[config.mk]
export PLATFORM = sky130hd
export DESIGN_NAME = hex_length_frame_parser
export DESIGN_NICKNAME = d
export VERILOG_FILES = /design/src/design/hfp_pkg.sv /design/src/design/hfp_step.sv /design/src/design/hex_length_frame_parser.sv
export SDC_FILE = /design/constraint.sdc
export NUM_CORES = 1
export LEC_CHECK = 0
export ABC_AREA = 1
export BUFFER_PORTS_ARGS = -buffer_cell sky130_fd_sc_hd__buf_2
export CAP_MARGIN = 20
export CORE_ASPECT_RATIO = 0.75
export CORE_MARGIN = 2
export CORE_UTILIZATION = 61
export CTS_CLUSTER_DIAMETER = 150
export DETAILED_ROUTE_END_ITERATION = 7
export PLACE_DENSITY = 0.81
export SLEW_MARGIN = 10
export SYNTH_ARGS = -nofsm -noshare
export SYNTH_HDL_FRONTEND = slang
export SYNTH_HIERARCHICAL = 1
export SYNTH_SLANG_ARGS = --single-unit
[constraint.sdc]
create_clock -name clk -period 4.5 [get_ports clk]
set_input_delay 0.225 -clock clk [delete_from_list [all_inputs] [get_ports clk]]
set_output_delay 0.225 -clock clk [all_outputs]
set_load 0.02 [all_outputs]
[src/design/hfp_pkg.sv]
// shared constants, types and hex digit decode for the hex length frame parser
package hfp_pkg;

  localparam int HFP_LEN_BYTES = 4;

  localparam logic [15:0] HFP_MAX_LENGTH_RST = 16'hFFFF;

  localparam logic [7:0] CH_COLON = 8'h3A;
  localparam logic [7:0] CH_NUL   = 8'h00;

  // result kinds
  localparam logic [1:0] KIND_DATA  = 2'd0;
  localparam logic [1:0] KIND_DONE  = 2'd1;
  localparam logic [1:0] KIND_ERROR = 2'd2;

  // error codes
  localparam logic [1:0] ERR_BAD_CHAR = 2'd0;
  localparam logic [1:0] ERR_TOO_LONG = 2'd1;
  localparam logic [1:0] ERR_EARLY_END = 2'd2;

  // parser phases
  localparam logic [1:0] PH_LEN  = 2'd0;
  localparam logic [1:0] PH_DATA = 2'd1;
  localparam logic [1:0] PH_TAIL = 2'd2;
  localparam logic [1:0] PH_SKIP = 2'd3;

  typedef struct packed {
    logic        valid;
    logic [1:0]  kind;
    logic [7:0]  data_byte;
    logic [15:0] byte_index;
    logic [15:0] frame_length;
    logic [1:0]  error_code;
  } hfp_result_t;

  typedef struct packed {
    logic       is_hex;
    logic [3:0] value;
  } hfp_digit_t;

  // ascii hex digit decode, either letter case
  function automatic hfp_digit_t hex_value(input logic [7:0] c);
    hfp_digit_t d;
    d.is_hex = 1'b0;
    d.value  = 4'h0;
    if (c >= 8'h30 && c <= 8'h39) begin
      d.is_hex = 1'b1;
      d.value  = 4'(c - 8'h30);
    end else if (c >= 8'h61 && c <= 8'h66) begin
      d.is_hex = 1'b1;
      d.value  = 4'(c - 8'h57);
    end else if (c >= 8'h41 && c <= 8'h46) begin
      d.is_hex = 1'b1;
      d.value  = 4'(c - 8'h37);
    end
    return d;
  endfunction

endpackage

[src/design/hfp_step.sv]
// next-state and result logic for one character of the frame parser
module hfp_step
  import hfp_pkg::*;
#(
  parameter int LEN_BYTES = HFP_LEN_BYTES,
  localparam int AW   = 8 * LEN_BYTES,
  localparam int NDIG = 2 * LEN_BYTES,
  localparam int CNTW = $clog2(NDIG + 1)
) (
  input  logic [7:0]      char_in,
  input  logic [15:0]     max_length,
  input  logic [1:0]      phase,
  input  logic [AW-1:0]   accum,
  input  logic [CNTW-1:0] dig_cnt,
  input  logic [15:0]     bytes_done,
  input  logic [3:0]      high_nib,
  input  logic            nib_pend,
  output logic [1:0]      phase_nxt,
  output logic [AW-1:0]   accum_nxt,
  output logic [CNTW-1:0] dig_cnt_nxt,
  output logic [15:0]     bytes_done_nxt,
  output logic [3:0]      high_nib_nxt,
  output logic            nib_pend_nxt,
  output hfp_result_t     result
);

  hfp_digit_t  dig;
  logic        is_colon;
  logic        is_nul;
  logic [15:0] bytes_inc;

  assign dig       = hex_value(char_in);
  assign is_colon  = (char_in == CH_COLON);
  assign is_nul    = (char_in == CH_NUL);
  assign bytes_inc = bytes_done + 16'd1;

  always_comb begin
    phase_nxt      = phase;
    accum_nxt      = accum;
    dig_cnt_nxt    = dig_cnt;
    bytes_done_nxt = bytes_done;
    high_nib_nxt   = high_nib;
    nib_pend_nxt   = nib_pend;
    result         = '0;

    case (phase)
      PH_LEN: begin
        if (dig.is_hex && (dig_cnt < CNTW'(NDIG))) begin
          // high nibble of each byte comes first: slot is count with lsb flipped
          for (int n = 0; n < NDIG; n++) begin
            if (dig_cnt == CNTW'(n ^ 1)) begin
              accum_nxt[4*n +: 4] = dig.value;
            end
          end
          dig_cnt_nxt = dig_cnt + CNTW'(1);
        end else if (is_colon) begin
          if (32'(accum) > 32'(max_length)) begin
            phase_nxt         = PH_SKIP;
            result.valid      = 1'b1;
            result.kind       = KIND_ERROR;
            result.error_code = ERR_TOO_LONG;
          end else begin
            bytes_done_nxt = '0;
            nib_pend_nxt   = 1'b0;
            phase_nxt      = (accum == '0) ? PH_TAIL : PH_DATA;
          end
        end else begin
          result.valid      = 1'b1;
          result.kind       = KIND_ERROR;
          result.error_code = ERR_BAD_CHAR;
          if (is_nul) begin
            phase_nxt      = PH_LEN;
            accum_nxt      = '0;
            dig_cnt_nxt    = '0;
            bytes_done_nxt = '0;
            high_nib_nxt   = '0;
            nib_pend_nxt   = 1'b0;
          end else begin
            phase_nxt = PH_SKIP;
          end
        end
      end

      PH_DATA: begin
        if (dig.is_hex) begin
          if (!nib_pend) begin
            high_nib_nxt = dig.value;
            nib_pend_nxt = 1'b1;
          end else begin
            nib_pend_nxt      = 1'b0;
            bytes_done_nxt    = bytes_inc;
            result.valid      = 1'b1;
            result.kind       = KIND_DATA;
            result.data_byte  = {high_nib, dig.value};
            result.byte_index = bytes_done;
            if (32'(bytes_inc) >= 32'(accum)) begin
              phase_nxt = PH_TAIL;
            end
          end
        end else if (is_nul) begin
          phase_nxt         = PH_LEN;
          accum_nxt         = '0;
          dig_cnt_nxt       = '0;
          bytes_done_nxt    = '0;
          high_nib_nxt      = '0;
          nib_pend_nxt      = 1'b0;
          result.valid      = 1'b1;
          result.kind       = KIND_ERROR;
          result.error_code = ERR_EARLY_END;
        end else begin
          phase_nxt         = PH_SKIP;
          result.valid      = 1'b1;
          result.kind       = KIND_ERROR;
          result.error_code = ERR_BAD_CHAR;
        end
      end

      PH_TAIL: begin
        result.valid = 1'b1;
        if (is_nul) begin
          result.kind         = KIND_DONE;
          result.frame_length = 16'(accum);
          phase_nxt           = PH_LEN;
          accum_nxt           = '0;
          dig_cnt_nxt         = '0;
          bytes_done_nxt      = '0;
          high_nib_nxt        = '0;
          nib_pend_nxt        = 1'b0;
        end else begin
          result.kind       = KIND_ERROR;
          result.error_code = ERR_BAD_CHAR;
          phase_nxt         = PH_SKIP;
        end
      end

      default: begin
        // skipping to the next nul
        if (is_nul) begin
          phase_nxt      = PH_LEN;
          accum_nxt      = '0;
          dig_cnt_nxt    = '0;
          bytes_done_nxt = '0;
          high_nib_nxt   = '0;
          nib_pend_nxt   = 1'b0;
        end
      end
    endcase
  end

endmodule

[src/design/hex_length_frame_parser.sv]
// top level of the hex length frame parser: input stage, parse state and result register
//
// One ASCII character per transfer on the in_ channel; frames read
// LENGTH ':' DATA NUL, with LENGTH as up to LEN_BYTES hex byte pairs (low byte
// first, high nibble first) and DATA as exactly LENGTH hex byte pairs. Each
// decoded data byte is a result (kind 0), the closing NUL gives a
// frame-complete result (kind 1) carrying the length, and any fault gives one
// error result (kind 2); characters are then dropped through the next NUL,
// unless the fault was itself a NUL. A character is held in the input
// register and its result, if any, is written to the output register when
// that character is processed. One character is taken every cycle as long
// as the output side keeps up; the whole per-character update
// is one hex decode and a small compare in a single stage. in_stall rises only
// when the input register holds a character while the output register holds
// a result that is itself stalled, whether or not that character has a result
// of its own. cfg_wr_data sets max_length (reset 65535) and takes effect at
// the next colon.
module hex_length_frame_parser
  import hfp_pkg::*;
#(
  parameter int LEN_BYTES = HFP_LEN_BYTES
) (
  input  logic        clk,
  input  logic        rst_n,
  // configuration
  input  logic        cfg_wr_en,
  input  logic [15:0] cfg_wr_data,
  // character input
  input  logic        in_valid,
  output logic        in_stall,
  input  logic [7:0]  in_char_in,
  // results
  output logic        out_valid,
  input  logic        out_stall,
  output logic [1:0]  out_kind,
  output logic [7:0]  out_data_byte,
  output logic [15:0] out_byte_index,
  output logic [15:0] out_frame_length,
  output logic [1:0]  out_error_code
);

  localparam int AW   = 8 * LEN_BYTES;
  localparam int NDIG = 2 * LEN_BYTES;
  localparam int CNTW = $clog2(NDIG + 1);

  // max_length register
  logic [15:0] max_len_r;

  // input stage
  logic        in_vld_r;
  logic [7:0]  char_r;

  // parse state
  logic [1:0]      phase_r, phase_nxt;
  logic [AW-1:0]   accum_r, accum_nxt;
  logic [CNTW-1:0] dig_cnt_r, dig_cnt_nxt;
  logic [15:0]     bytes_done_r, bytes_done_nxt;
  logic [3:0]      high_nib_r, high_nib_nxt;
  logic            nib_pend_r, nib_pend_nxt;

  // output register
  logic        out_vld_r;
  hfp_result_t res_r;
  hfp_result_t step_res;

  logic out_free;   // output register can take a new result this cycle
  logic advance;    // the buffered character is processed this cycle
  logic in_xfer;

  assign out_free = !out_vld_r || !out_stall;
  assign advance  = in_vld_r && out_free;
  assign in_stall = in_vld_r && !out_free;
  assign in_xfer  = in_valid && !in_stall;

  always_ff @(posedge clk) begin
    if (!rst_n) begin
      max_len_r <= HFP_MAX_LENGTH_RST;
    end else if (cfg_wr_en) begin
      max_len_r <= cfg_wr_data;
    end
  end

  // input register: refilled whenever it empties or moves on
  always_ff @(posedge clk) begin
    if (!rst_n) begin
      in_vld_r <= 1'b0;
    end else if (!in_stall) begin
      in_vld_r <= in_valid;
    end
  end

  always_ff @(posedge clk) begin
    if (in_xfer) begin
      char_r <= in_char_in;
    end
  end

  hfp_step #(
    .LEN_BYTES (LEN_BYTES)
  ) u_step (
    .char_in        (char_r),
    .max_length     (max_len_r),
    .phase          (phase_r),
    .accum          (accum_r),
    .dig_cnt        (dig_cnt_r),
    .bytes_done     (bytes_done_r),
    .high_nib       (high_nib_r),
    .nib_pend       (nib_pend_r),
    .phase_nxt      (phase_nxt),
    .accum_nxt      (accum_nxt),
    .dig_cnt_nxt    (dig_cnt_nxt),
    .bytes_done_nxt (bytes_done_nxt),
    .high_nib_nxt   (high_nib_nxt),
    .nib_pend_nxt   (nib_pend_nxt),
    .result         (step_res)
  );

  // parse state moves only when a character is consumed
  always_ff @(posedge clk) begin
    if (!rst_n) begin
      phase_r      <= PH_LEN;
      accum_r      <= '0;
      dig_cnt_r    <= '0;
      bytes_done_r <= '0;
      high_nib_r   <= '0;
      nib_pend_r   <= 1'b0;
    end else if (advance) begin
      phase_r      <= phase_nxt;
      accum_r      <= accum_nxt;
      dig_cnt_r    <= dig_cnt_nxt;
      bytes_done_r <= bytes_done_nxt;
      high_nib_r   <= high_nib_nxt;
      nib_pend_r   <= nib_pend_nxt;
    end
  end

  // result register: characters with no result leave it empty
  always_ff @(posedge clk) begin
    if (!rst_n) begin
      out_vld_r <= 1'b0;
    end else if (out_free) begin
      out_vld_r <= advance && step_res.valid;
    end
  end

  always_ff @(posedge clk) begin
    if (advance && step_res.valid) begin
      res_r <= step_res;
    end
  end

  assign out_valid        = out_vld_r;
  assign out_kind         = res_r.kind;
  assign out_data_byte    = res_r.data_byte;
  assign out_byte_index   = res_r.byte_index;
  assign out_frame_length = res_r.frame_length;
  assign out_error_code   = res_r.error_code;

endmodule

== Word level (Yosys, flattened, before mapping) ==
Cells that the tools add are included.
Operators by class
  muxes and demuxes: 64
  reductions and logical operators: 33
  eq/ne operators: 26
  magnitude comparators: 9
  $add $sub $neg: 5
Operators by type and width (number)
  2-to-1 mux 32 bit: 4
  2-to-1 mux 16 bit: 6
  2-to-1 mux 4 bit: 17
  case mux 32 bit (2 select lines): 1
  AND reduction 4 bit: 10
  != test 3 bit, second input constant: 13
  greater-or-equal comparator 16 x 32 -> 1 bit: 1
  greater-than comparator 32 x 16 -> 1 bit: 1
  logical NOT 32 bit: 1
  case mux 16 bit (2 select lines): 1
  2-to-1 mux 27 bit: 1
  2-to-1 mux 2 bit: 13
  adder 16 x 1 -> 16 bit, second input constant: 1
  equality test 4 x 3 -> 1 bit, second input constant: 4
  greater-or-equal comparator 8 x 7 -> 1 bit, second input constant: 2
  less-or-equal comparator 8 x 7 -> 1 bit, second input constant: 2
  case mux 4 bit (2 select lines): 2
  2-to-1 mux 5 bit: 3
  2-to-1 mux 3 bit: 4
  case mux 3 bit (3 select lines): 1
  AND reduction 3 bit: 3
  equality test 4 x 2 -> 1 bit, second input constant: 2
  equality test 8 x 6 -> 1 bit, second input constant: 1
  greater-or-equal comparator 8 x 6 -> 1 bit, second input constant: 1
  other kinds (22): 42
Storage, ports and cells
  register bits after elaboration: 129

== Longest topological paths before layout ==
Gate-level depths: netlist (run 1).
  depth in word-level cells: 9
  mapped depth: 23
  depth with buffers taken out: 23

== Cells and area by module ==
The synthesis (run 1) kept the hierarchy.
Modules (own cells, without submodules)
  hex_length_frame_parser: area an instance 4832.1 um^2, sequential area each 3103.0 um^2, cells each 525, instances 1
  hfp_step: area an instance 3534.6 um^2, sequential area each 0.0 um^2, cells each 700, instances 1

== Worst setup path before layout (run 1) ==
OpenSTA, ideal clock, no wires.
  path kind: register to register
  start: register char_r[0]
  end: register res_r (netlist bit out_byte_index[0]), enable pin
  library setup time: 446 ps
  required time: 4054 ps
  setup slack: 731 ps
  period minus slack after synthesis: 3769 ps
  arrival: 3324 ps
  stages on the path, launching flop included: 11
  path through: edfxtp_1 > inv_1 > ha_1 > nand2_2 > o2111ai_4 > nand2_4 > nand2_4 > nand3_1 > nand3_1 > inv_1 > nor2_1
RTL lines
  start, declared: line hex_length_frame_parser.sv:51  | logic [7:0] char_r;
  start signal, assigned: line hex_length_frame_parser.sv:94  | char_r <= in_char_in;
  end signal, assigned: line hex_length_frame_parser.sv:148  | res_r <= step_res;
  end, declared: line hex_length_frame_parser.sv:63  | hfp_result_t res_r;

==> qor_table.md, run 1 <==
| Result | This run | Unit |
|:---|:---|:---|
| R2R cell count | 11 | - |
| Net total in the final layout | 1349 | - |
| Delay of the slowest critical-path stage | 700 | ps |
| Unrepaired setup endpoints after global routing | no | - |
| Top area cells in the synthesized netlist | sky130_fd_sc_hd__edfxtp_1 (19%), sky130_fd_sc_hd__dfxtp_1 (18%), sky130_fd_sc_hd__nand2_1 (13%) | - |
| Post-detailed-route wirelength per cell | 15.7 | um |
| Total CTS buffers | 17 | - |
| Avg Cell Area, Syn | 6.83 | um2 |
| Endpoint of the worst register-to-register path | out_frame_length[2] | - |
| Clock tree root driver cell | sky130_fd_sc_hd__clkbuf_16 | - |
| Post-layout min period | 3330 | ps |
| Number of standard-cell rows in the floorplan | 37 | - |
| Share of layout cells above drive strength 1 | 10.9 | % |
| Cell count after synthesis | 1225 | - |
| Crit path required time | 4610 | ps |
| Starting utilization of the core area | 61.7 | % |
| Clk Latency, worst-skew pair | 420 | ps |
| Combinational family with the most area after synthesis | simple AND/OR/NAND/NOR gates | - |
| Worst hold path type | primary input to register | - |
| Proportion of synthesized chip area in sequential cells | 37.1 | % |
| Ys Warns | 6 | - |
| Largest net degree at the start of global routing | 84 | - |
| Count of port buffers added during placement | 74 | - |
| Max_slew headroom | 40.5 | % |
| Startpoint of the most critical setup path | char_r[0] | - |
| Transition at the pin with the smallest max-transition slack | 890 | ps |
| Initial antenna violation count | 0 | - |
| Peak clock frequency supported by timing | 300 | MHz |
| Number of max-slew violations in the final report | 0 | - |
| Number of synthesized flops with an enable pin | 52 | - |
| Pwr Density | 355 | nW/um2 |
| Fin Setup TNS | 0 | ps |
| Worst path cell trace | inv_1, ha_1, nand2_2, o2111ai_4, nand2_4, nand2_1, nand2_1, nand3_1, inv_1, nor2_4, buf_4 | - |
| CTS H-tree depth | 4 | - |
| Maximum fanout count along the critical path | 29 | - |
| Clock tree from TritonCTS | built | - |
| Die height | 105 | um |
| Hold path startpoint | cfg_wr_data[4] | - |
| Number of global-route vias before repair | 7378 | - |
| Count of buffers added by post-CTS timing repair for setup | 0 | - |
| Worst Clk Skew | 9.93 | ps |
| Maximum vdd drop | 377 | uV |
| Post-Syn Nets | 1297 | - |
| Placeable Area | 13600 | um2 |
| Slack of the worst reg-to-reg path | 1170 | ps |
| First-pass GRT wire length | 37000 | um |
| DRC violation total after the first TritonRoute iteration | 1060 | - |
| Total Die Area | 14700 | um2 |
| Area of the mapped netlist | 8370 | um2 |
| Proportion of synthesized flip-flops having asynchronous set or reset | 0 | % |
| Slowest cell on crit path | sky130_fd_sc_hd__nor2_4 | - |
| Run status | completed | - |
| Top cell types by occurrence after synthesis | sky130_fd_sc_hd__nand2_1 (289), sky130_fd_sc_hd__inv_1 (176), sky130_fd_sc_hd__nor2_1 (172) | - |
| Placer Congestion | 1.00 | - |
| Horizontal die dimension | 139 | um |
| Most instantiated flip-flop cell in the synthesis netlist | sky130_fd_sc_hd__dfxtp_1 | - |
| Kind of end point of the critical path | register | - |
| Simple-gate share of the synthesized area | 33.7 | % |
| Fraction of synthesized area in multiplexers | 0 | % |
| Worst hold slack after final layout | 11.5 | ps |
| Remaining global-route overflow | 0 | - |
| Final Hold Viols | 0 | - |
| Largest buffer count on any clock path | 2 | - |
| Post-synth top area cell | sky130_fd_sc_hd__edfxtp_1 | - |
| Placed wire-length estimate | 15500 | um |
| N_diodes | 0 | - |
| Post-route DRC violation count | 0 | - |
| Total global routing track utilization | 31.5 | % |
| Worst setup path endpoint | out_frame_length[2] | - |
| Max-capacitance violation count | 0 | - |
| Via count | 8256 | - |
| Critical path data arrival time | 3440 | ps |
| Clock transition time at the flip-flop clock pins of the worst setup and hold paths | 60 | ps |
| Ports | 75 | - |
| Most common cell in the synthesized netlist | sky130_fd_sc_hd__nand2_1 | - |
| WL final | 22900 | um |
| Antenna Nets Post-Route | 0 | - |
| Xor/xnor cell area share of the yosys netlist | 1.36 | % |
| Synthesized-area fraction occupied by adder cells | 6.43 | % |
| Number of distinct library cells after synthesis | 41 | - |
| Final cycle utilization of the critical path | 74.0 | % |
| Number of detailed-routing iterations run before antenna repair | 6 | - |
| Number of setup violations in the final report | 0 | - |
| Leakage Power | 4.33 | nW |
| Area growth from synthesis to layout | 11.9 | % |
| CTS sink cnt | 129 | - |
| Synth Register Bits | 129 | - |
| Kind of launch point of the worst setup path | register | - |
| Area fraction in compound gates after synthesis | 9.56 | % |
| Area share of the largest cell type after synthesis | 18.7 | % |
| Crit Path Category | register to register | - |
| Ratio of routed vias to standard cells | 5.64 | - |
| Origin of the critical flop-to-flop path | char_r[0] | - |
==> worst max-delay path: cells and delay by family (launching register included) <==
family / cells / cell delay (ps)
simple gates: 6 / 1480
compound gates: 1 / 260
buf+inv: 3 / 610
flops: 1 / 430
fa+ha+maj: 1 / 180
==> logic make-up (layout without fill, tap and decap cells) <==
logic type                 count (synthesis)  count (layout)
AOI/OAI and AO/OA                        147             147
and+or+nand+nor                          656             656
adders and majority gates                 43              43
buffers and inverters                    237             302
DFF                                      129             129
xor gates and xnor gates                  13              13
==> power breakdown <==
part           internal (mW)  switching, mW
clock network          0.823          0.516
registers               1.30         0.0777
logic                  0.201          0.410
total                   2.32           1.00
==> routing by layer <==
| layer | routed length, um | up-vias | global-route usage (%) |
|---|---|---|---|
| met4 | 465 | 0 | 10.0 |
| met3 | 2520 | 50 | 7.86 |
| met2 | 9980 | 463 | 47.5 |
| met5 | 0 | - | 0 |
| li1 | - | 4033 | - |
| met1 | 9980 | 3710 | 44.5 |
==> worst min path at each step <==
stage | to | slack [ps] | cells after the start
2_1_floorplan | char_r[0] | 320 | 0
3_3_place_gp | char_r[1] | 400 | 1
3_5_place_dp | char_r[0] | 400 | 1
4_1_cts | max_len_r[4] | 3 | 3
5_1_grt | max_len_r[3] | 10 | 3
6_report | max_len_r[4] | 10 | 3
==> state kept, by name, indices dropped and copies added, names as in the netlist <==
signal / flops
out_valid: 1
out_frame_length: 16
nib_pend_r: 1
dig_cnt_r: 4
max_len_r: 16
out_kind: 2
char_r: 8
out_byte_index: 16
in_vld_r: 1
high_nib_r: 4
bytes_done_r: 16
phase_r: 2
out_error_code: 2
out_data_byte: 8
accum_r: 32
==> cell type report <==
class                           instances  area [um2]
Clock buffer                           21         450
Sequential cell                       129        3110
Inverter                              182         683
Multi-Input combinational cell        859        4290
Timing Repair Buffer                   88         498
Fill cell                            1182        4200
Tap cell                              175         219
Clock inverter                         11         115
==> per-stage QoR <==
stage | util [%] | power (mW) | cells | area [um2] | setup WS, ps
3_5_place_dp | 64.2 | 1.98 | 1424 | 8700 | 1250
6_report | 69.0 | 3.32 | 1465 | 9360 | 1170
3_3_place_gp | 64.2 | 1.97 | 1424 | 8700 | 1390
5_1_grt | 69.0 | 3.47 | 1465 | 9360 | 938
4_1_cts | 69.0 | 3.32 | 1465 | 9360 | 1220
2_1_floorplan | - | 1.83 | 1225 | 8370 | 731
==> what timing repair did <==
action,4_1_cts,5_1_grt
hold buffers,9,0
gates resized for setup,0,0
endpoints found under the hold margin,9,0
==> cells in the final DEF, fill, tap and decap left out, types with 2 or more instances in the layout <==
| cell | Yosys | final |
|---|---|---|
| sky130_fd_sc_hd__clkinvlp_4 | 0 | 2 |
| sky130_fd_sc_hd__nor3_2 | 2 | 2 |
| sky130_fd_sc_hd__clkbuf_16 | 0 | 17 |
| sky130_fd_sc_hd__inv_2 | 6 | 6 |
| sky130_fd_sc_hd__nand2_1 | 289 | 288 |
| sky130_fd_sc_hd__nand3_2 | 2 | 2 |
| sky130_fd_sc_hd__edfxtp_1 | 52 | 52 |
| sky130_fd_sc_hd__buf_4 | 5 | 5 |
| sky130_fd_sc_hd__o211ai_1 | 3 | 3 |
| sky130_fd_sc_hd__nand2_2 | 6 | 6 |
| sky130_fd_sc_hd__clkinv_1 | 0 | 2 |
| sky130_fd_sc_hd__nand4_1 | 8 | 8 |
| sky130_fd_sc_hd__nor2_4 | 1 | 2 |
| sky130_fd_sc_hd__nor3_4 | 2 | 2 |
| sky130_fd_sc_hd__clkinv_4 | 0 | 2 |
| sky130_fd_sc_hd__nand2_4 | 3 | 4 |
| sky130_fd_sc_hd__dfxtp_1 | 77 | 76 |
| sky130_fd_sc_hd__xor2_1 | 13 | 13 |
| sky130_fd_sc_hd__ha_1 | 43 | 43 |
| sky130_fd_sc_hd__o21ai_1 | 8 | 8 |
| sky130_fd_sc_hd__clkbuf_1 | 8 | 3 |
| sky130_fd_sc_hd__inv_1 | 176 | 176 |
| sky130_fd_sc_hd__o21ai_0 | 35 | 35 |
| sky130_fd_sc_hd__nor2_2 | 3 | 3 |
| sky130_fd_sc_hd__dlygate4sd3_1 | 0 | 9 |
| sky130_fd_sc_hd__nor3_1 | 6 | 6 |
| sky130_fd_sc_hd__bufinv_16 | 0 | 2 |
| sky130_fd_sc_hd__buf_2 | 36 | 74 |
| sky130_fd_sc_hd__nor4_1 | 6 | 6 |
| sky130_fd_sc_hd__o22ai_1 | 8 | 8 |
| sky130_fd_sc_hd__clkinv_2 | 0 | 3 |
| sky130_fd_sc_hd__o21ai_2 | 3 | 3 |
| sky130_fd_sc_hd__nor2_1 | 172 | 171 |
| sky130_fd_sc_hd__a21oi_1 | 84 | 84 |
| sky130_fd_sc_hd__nand3_1 | 151 | 151 |
No activity file was read; power rests on OpenSTA's default activity.
==> run 2, diff against run 1 <==
- clock period: 4.5 -> 3.2 ns (I/O delays scaled with it)
==> run 2 against run 1 <==
Effect of this change:
- utilization increased by 2.3 points
- critical endpoint is now phase_r[0]
- sequential cell count unchanged
- largest cell class unchanged
- combinational power increased by 48%
- worst hold slack improved by 110 ps
- total power increased by 47%
- highest routed layer unchanged
==> qor_table.md, run 2 (synthesis results as in run 1) <==
| Result | This run | Unit |
|:---|:---|:---|
| Maximum vdd drop | 378 | uV |
| Starting utilization of the core area | 61.7 | % |
| Register name with the most flops | accum_r | - |
| Run status | completed | - |
| Clock Power Share | 42.1 | % |
| N_diodes | 0 | - |
| Post-route DRC violation count | 0 | - |
| Number of setup violations in the final report | 0 | - |
| Total internal power | 3.32 | mW |
| Switching power | 1.55 | mW |
| Initial antenna violation count | 0 | - |
| First-pass GRT wire length | 38700 | um |
| Worst Clk Skew | 9.16 | ps |
| Post-detailed-placement cell area | 8800 | um2 |
| Die height | 105 | um |
| Leakage Power | 4.49 | nW |
| Cell area after layout | 9670 | um2 |
| Number of detailed-routing iterations run before antenna repair | 8 | - |
| Maximum fanout count along the critical path | 4 | - |
| Net total in the final layout | 1378 | - |
| Max FFs per register | 32 | - |
| Share of layout cells above drive strength 1 | 12.1 | % |
| Final Hold Viols | 0 | - |
| DRC violation total after the first TritonRoute iteration | 846 | - |
| Clock transition time at the flip-flop clock pins of the worst setup and hold paths | 60 | ps |
| Placer Congestion | 0.932 | - |
| Final cycle utilization of the critical path | 92.6 | % |
| Kind of end point of the critical path | register | - |
| Clock tree from TritonCTS | built | - |
| Placed wire-length estimate | 15600 | um |
| Ports | 75 | - |
| Max_slew headroom | 37.9 | % |
| Number of instances resized during post-cts repair | 0 | - |
| Number of standard-cell rows in the floorplan | 37 | - |
| Critical path data arrival time | 3280 | ps |
| Area growth from synthesis to layout | 15.6 | % |
| Post-layout min period | 2960 | ps |
| Clock tree root driver cell | sky130_fd_sc_hd__clkbuf_16 | - |
| Crit path required time | 3510 | ps |
| Total CTS buffers | 17 | - |
| Kind of launch point of the worst setup path | register | - |
| Max-capacitance violation count | 0 | - |
| Transition at the pin with the smallest max-transition slack | 931 | ps |
| Pwr Density | 504 | nW/um2 |
| Unrepaired setup endpoints after global routing | no | - |
| Worst hold slack after final layout | 121 | ps |
| WL final | 23600 | um |
| Largest net degree at the start of global routing | 48 | - |
| Ratio of routed vias to standard cells | 5.60 | - |
| Worst hold path type | primary input to register | - |
| Number of max-slew violations in the final report | 0 | - |
| Placeable Area | 13600 | um2 |
| Count of buffers added by post-CTS timing repair for setup | 0 | - |
| Proportion of power drawn by combinational gates | 18.5 | % |
| Antenna Nets Post-Route | 0 | - |
| CTS sink cnt | 129 | - |
| Largest buffer count on any clock path | 2 | - |
| Total global routing track utilization | 32.6 | % |
| Sequential group share of total power | 39.4 | % |
| Hold_buf cts | 25 | - |
| CTS H-tree depth | 4 | - |
| Fin Setup TNS | 0 | ps |
| Total Die Area | 14700 | um2 |
| Most common library cell in the layout ignoring fill and taps | sky130_fd_sc_hd__nand2_1 | - |
| Clk Latency, worst-skew pair | 420 | ps |
| Horizontal die dimension | 139 | um |
| Leading cell types in the layout, fill and taps excluded | sky130_fd_sc_hd__nand2_1 (288), sky130_fd_sc_hd__inv_1 (176), sky130_fd_sc_hd__nor2_1 (171) | - |
| Switching share of power | 31.9 | % |
| Number of global-route vias before repair | 7788 | - |
| Remaining global-route overflow | 0 | - |
| Crit Path Category | register to register | - |
| Peak clock frequency supported by timing | 337 | MHz |
| Count of port buffers added during placement | 74 | - |
| Post-detailed-route wirelength per cell | 15.8 | um |
| Via count | 8360 | - |
run 2: cell count changes in the layout (fill, tap and decap cells not counted):
cell	change
sky130_fd_sc_hd__clkbuf_8	-1
sky130_fd_sc_hd__buf_4	+13
sky130_fd_sc_hd__clkinv_1	-2
sky130_fd_sc_hd__clkbuf_1	-3
sky130_fd_sc_hd__inv_8	+5
sky130_fd_sc_hd__dlygate4sd3_1	+16
sky130_fd_sc_hd__clkinv_2	-3
sky130_fd_sc_hd__inv_6	+4
sky130_fd_sc_hd__clkinvlp_4	-1
sky130_fd_sc_hd__clkinv_8	+1
run 2: area by class of cell:
| type | count | area, um2 |
|---|---|---|
| clock buffers | 17 | 425 |
| flip-flops and latches | 129 | 3110 |
| repair buffers | 117 | 756 |
| multi-input cells | 859 | 4290 |
| clock inverters | 15 | 193 |
| well taps | 175 | 219 |
| inverters | 182 | 683 |
| fillers | 1124 | 3890 |
run 2: worst paths after layout:
check | slack (ps) | startpoint | cells past startpoint | end
max | 240 | bytes_done_r[1] | 21 | phase_r[0]
min | 120 | out_stall | 3 | in_vld_r
max reg2reg | 240 | bytes_done_r[1] | 21 | phase_r[0]
min reg2reg | 470 | max_len_r[9] | 2 | max_len_r[9]
run 2: critical path, stage by stage (launching register included):
cell	delay [ps]
sky130_fd_sc_hd__dfxtp_1	380
sky130_fd_sc_hd__ha_1	260
sky130_fd_sc_hd__nand3_1	140
sky130_fd_sc_hd__nor2_1	170
sky130_fd_sc_hd__inv_1	110
sky130_fd_sc_hd__nor2_1	170
sky130_fd_sc_hd__nand3_1	120
sky130_fd_sc_hd__xor2_1	190
sky130_fd_sc_hd__ha_1	280
sky130_fd_sc_hd__nand2_1	60
sky130_fd_sc_hd__nor4_1	270
sky130_fd_sc_hd__nand2_1	80
sky130_fd_sc_hd__nand2_1	60
sky130_fd_sc_hd__nand2_1	60
sky130_fd_sc_hd__nand2_1	60
sky130_fd_sc_hd__nand2_1	50
sky130_fd_sc_hd__nand2_1	70
sky130_fd_sc_hd__nand3_1	80
sky130_fd_sc_hd__inv_1	60
sky130_fd_sc_hd__nand3_1	70
sky130_fd_sc_hd__nand2_1	80
sky130_fd_sc_hd__nor2_1	50
run 2: layer usage:
layer | vias up | GRT usage (%) | wire (um)
met5 | - | 0 | 0
met3 | 54 | 6.18 | 2410
met2 | 475 | 50.4 | 10400
met4 | 0 | 11.8 | 515
met1 | 3754 | 46.0 | 10300
li1 | 4077 | - | -
run 2: power by group through the flow:
| stage | combinational (mW) | clock, mW | sequential, mW |
|---|---|---|---|
| floorplan | 0.595 | 0 | 1.97 |
| CTS | 0.877 | 2.07 | 1.92 |
| detailed placement | 0.845 | 0 | 1.96 |
| finish | 0.901 | 2.05 | 1.92 |
| global route | 1.00 | 2.15 | 1.94 |
| global placement | 0.826 | 0 | 1.95 |
run 2: stage by stage:
| stage | utilization (%) | std cells | worst slack, ps | power (mW) |
|---|---|---|---|---|
| floorplan | - | 1225 | 154 | 2.57 |
| global placement | 64.9 | 1437 | 411 | 2.78 |
| detailed placement | 64.9 | 1437 | 366 | 2.80 |
| CTS | 71.3 | 1494 | 312 | 4.87 |
| global route | 71.3 | 1494 | 54.6 | 5.09 |
| finish | 71.3 | 1494 | 237 | 4.88 |
==> run 3, diff against run 2 <==
- CORE_UTILIZATION: 61 -> 55
- PLACE_DENSITY: 0.81 -> 0.78
- clock period: 3.2 -> 2.6 ns (I/O delays scaled with it)
==> run 3 against run 2 <==
Effect of this change:
- the run now ends with setup timing left
- global-route usage is 2.5 points lower
- register-to-register slack worse by 340 ps
- sequential share of layout area is 2.4 points lower
- sequential power is 23% higher
- wire length is 5.2% higher
- combinational power is 44% higher
- design area is 8.8% higher
- via count is 3.4% higher
- total power is 23% higher
- worst hold slack worse by 56 ps
- critical endpoint is now phase_r[1]
- clock power is 13% higher
==> qor_table.md, run 3 (synthesis results as in run 1) <==
| Result | This run | Unit |
|:---|:---|:---|
| Clk Latency, worst-skew pair | 430 | ps |
| Area of combinational cells with multiple inputs | 4530 | um2 |
| Unrepaired setup endpoints after global routing | yes | - |
| Run status | finished with violations | - |
| Switching share of power | 33.1 | % |
| Worst Clk Skew | 9.11 | ps |
| Violations in the final reports | setup timing | - |
| Crit Path Category | register to register | - |
| Core Util, Final | 70.0 | % |
| Final WS setup | -106 | ps |
| CTS sink cnt | 129 | - |
| Max-capacitance violation count | 0 | - |
| Final cycle utilization of the critical path | 104 | % |
| R2R cell count | 18 | - |
| Max FFs per register | 32 | - |
| Layout fillers | 1237 | - |
| Area growth from synthesis to layout | 25.8 | % |
| Proportion of power drawn by combinational gates | 21.7 | % |
| Post-detailed-route wirelength per cell | 15.6 | um |
| Endpoint of the worst register-to-register path | phase_r[1] | - |
| Total internal power | 4.01 | mW |
| Critical path data arrival time | 3030 | ps |
| Share of layout cells above drive strength 1 | 20.2 | % |
| Placer Congestion | 0.958 | - |
| Largest buffer count on any clock path | 2 | - |
| Leading cell types in the layout, fill and taps excluded | sky130_fd_sc_hd__nand2_1 (280), sky130_fd_sc_hd__inv_1 (170), sky130_fd_sc_hd__nor2_1 (162) | - |
| Number of setup violations in the final report | 2 | - |
| Hold path startpoint | out_stall | - |
| Remaining global-route overflow | 0 | - |
| Initial antenna violation count | 0 | - |
| Total Die Area | 16200 | um2 |
| Number of global-route vias before repair | 7787 | - |
| Transition at the pin with the smallest max-transition slack | 717 | ps |
| Origin of the critical flop-to-flop path | bytes_done_r[4] | - |
| Ratio of routed vias to standard cells | 5.44 | - |
| Cell count of the worst hold path | 3 | - |
| Clock transition time at the flip-flop clock pins of the worst setup and hold paths | 70 | ps |
| Die height | 111 | um |
| N_diodes | 0 | - |
| Switching power | 1.98 | mW |
| Fin Setup TNS | -167 | ps |
| Crit path required time | 2930 | ps |
| Post-route DRC violation count | 0 | - |
| Total global routing track utilization | 30.1 | % |
| Kind of end point of the critical path | register | - |
| CTS H-tree depth | 4 | - |
| First-pass GRT wire length | 38800 | um |
| Clock tree from TritonCTS | built | - |
| Count of port buffers added during placement | 74 | - |
| Register name with the most flops | accum_r | - |
| Final Hold Viols | 0 | - |
| Antenna Nets Post-Route | 0 | - |
| Number of cells in the finished layout apart from fillers | 1588 | - |
| Via count | 8646 | - |
| Number of detailed-routing iterations run before antenna repair | 5 | - |
| Number of max-slew violations in the final report | 0 | - |
| Pwr Density | 569 | nW/um2 |
| Horizontal die dimension | 146 | um |
| Clock tree root driver cell | sky130_fd_sc_hd__clkbuf_16 | - |
| Leakage Power | 4.88 | nW |
| Hold endpoint | in_vld_r | - |
| Most common library cell in the layout ignoring fill and taps | sky130_fd_sc_hd__nand2_1 | - |
| Placed wire-length estimate | 15700 | um |
| Number of standard-cell rows in the floorplan | 39 | - |
| DRC violation total after the first TritonRoute iteration | 998 | - |
| Largest net degree at the start of global routing | 120 | - |
| Slack of the worst reg-to-reg path | -110 | ps |
| Peak clock frequency supported by timing | 370 | MHz |
| Maximum fanout count along the critical path | 6 | - |
| Starting utilization of the core area | 55.7 | % |
| Worst hold path type | primary input to register | - |
| Clock Power Share | 38.8 | % |
| Sequential cell area | 3130 | um2 |
| Net total in the final layout | 1442 | - |
| Placeable Area | 15000 | um2 |
| WL final | 24800 | um |
| Total CTS buffers | 17 | - |
| Sequential group share of total power | 39.5 | % |
| Post-layout min period | 2710 | ps |
| Final total power | 5.99 | mW |
| Ports | 75 | - |
| Kind of launch point of the worst setup path | register | - |
| Max_slew headroom | 52.2 | % |
| Maximum vdd drop | 556 | uV |
| Dpl cells | 1504 | - |
## run 3: changes by cell type in the layout (fill, tap and decap cells not counted), sizes merged
cell	change
bufinv	-2
buf	+63
clkinvlp	+1
clkbuf	+1
clkinv	+1
## run 3: critical path, stage by stage (launching register included)
cell and delay [ps]:
sky130_fd_sc_hd__dfxtp_2 380, sky130_fd_sc_hd__nand2_2 110, sky130_fd_sc_hd__nor3_4 220, sky130_fd_sc_hd__nand2_1 120, sky130_fd_sc_hd__nor2_1 150, sky130_fd_sc_hd__xor2_1 260, sky130_fd_sc_hd__ha_1 300, sky130_fd_sc_hd__a21oi_1 160
sky130_fd_sc_hd__o21ai_1 70, sky130_fd_sc_hd__a21oi_1 120, sky130_fd_sc_hd__nand2_1 80, sky130_fd_sc_hd__nand2_1 90, sky130_fd_sc_hd__nand2_1 60, sky130_fd_sc_hd__a21oi_1 130, sky130_fd_sc_hd__nand3_1 80, sky130_fd_sc_hd__inv_1 60
sky130_fd_sc_hd__nand3_1 70, sky130_fd_sc_hd__nand2_1 90, sky130_fd_sc_hd__nor2_1 40
## run 3: power groups by stage
| stage | logic [mW] | clock network [mW] | registers [mW] |
|---|---|---|---|
| 3_3_place_gp | 1.09 | 0 | 2.40 |
| 6_report | 1.30 | 2.32 | 2.37 |
| 2_1_floorplan | 0.734 | 0 | 2.43 |
| 5_1_grt | 1.43 | 2.44 | 2.38 |
| 4_1_cts | 1.19 | 2.34 | 2.36 |
| 3_5_place_dp | 1.11 | 0 | 2.40 |
## run 3: cell type report
| cell class | instances | share of cell area [%] |
|---|---|---|
| Clock buffer | 17 | 4.04 |
| Clock inverter | 15 | 1.36 |
| Inverter | 182 | 6.52 |
| Multi-Input combinational cell | 859 | 43.1 |
| Sequential cell | 129 | 29.7 |
| Tap cell | 205 | 2.44 |
| Timing Repair Buffer | 181 | 12.9 |
## run 3: worst max-delay path by stage
stage / from / endpoint / slack [ps] / cells past startpoint
after floorplan: bytes_done_r[0] / phase_r[0] / 8 / 21
after global placement: bytes_done_r[1] / phase_r[0] / -30 / 21
after detailed placement: bytes_done_r[1] / phase_r[0] / -80 / 21
after CTS: bytes_done_r[3] / phase_r[1] / 1 / 18
after global routing: bytes_done_r[1] / phase_r[1] / -280 / 23
final: bytes_done_r[4] / phase_r[1] / -110 / 18
## run 3: metrics by stage
step | cell area [um2] | worst slack, ps | hold slack [ps]
3_5_place_dp | 9190 | -82.2 | 308
3_3_place_gp | 9190 | -30.2 | 307
4_1_cts | 10200 | 1.31 | 51.9
5_1_grt | 10500 | -285 | 69.0
6_report | 10500 | -106 | 64.9
2_1_floorplan | 8370 | 8.00 | 229
## run 3: layer usage
| layer | vias to the layer above | routed length (um) | track usage [%] | part of all wire (%) |
|---|---|---|---|---|
| met1 | 3904 | 10300 | 41.6 | 42 |
| met2 | 477 | 11000 | 47.2 | 44 |
| met5 | - | 0 | 0 | 0 |
| met3 | 50 | 2910 | 6.34 | 12 |
| li1 | 4215 | - | - | - |
| met4 | 0 | 538 | 10.3 | 2.2 |
## run 3: repair_timing
| item | 4_1_cts | 5_1_grt |
|---|---|---|
| buffers inserted | 10 | 14 |
| gates cloned | 1 | 2 |
| hold buffers | 25 | 0 |
| setup endpoints to repair | 46 | 73 |
| pin swaps | 19 | 31 |
| hold endpoints to repair | 25 | 0 |
| resized for setup | 31 | 48 |
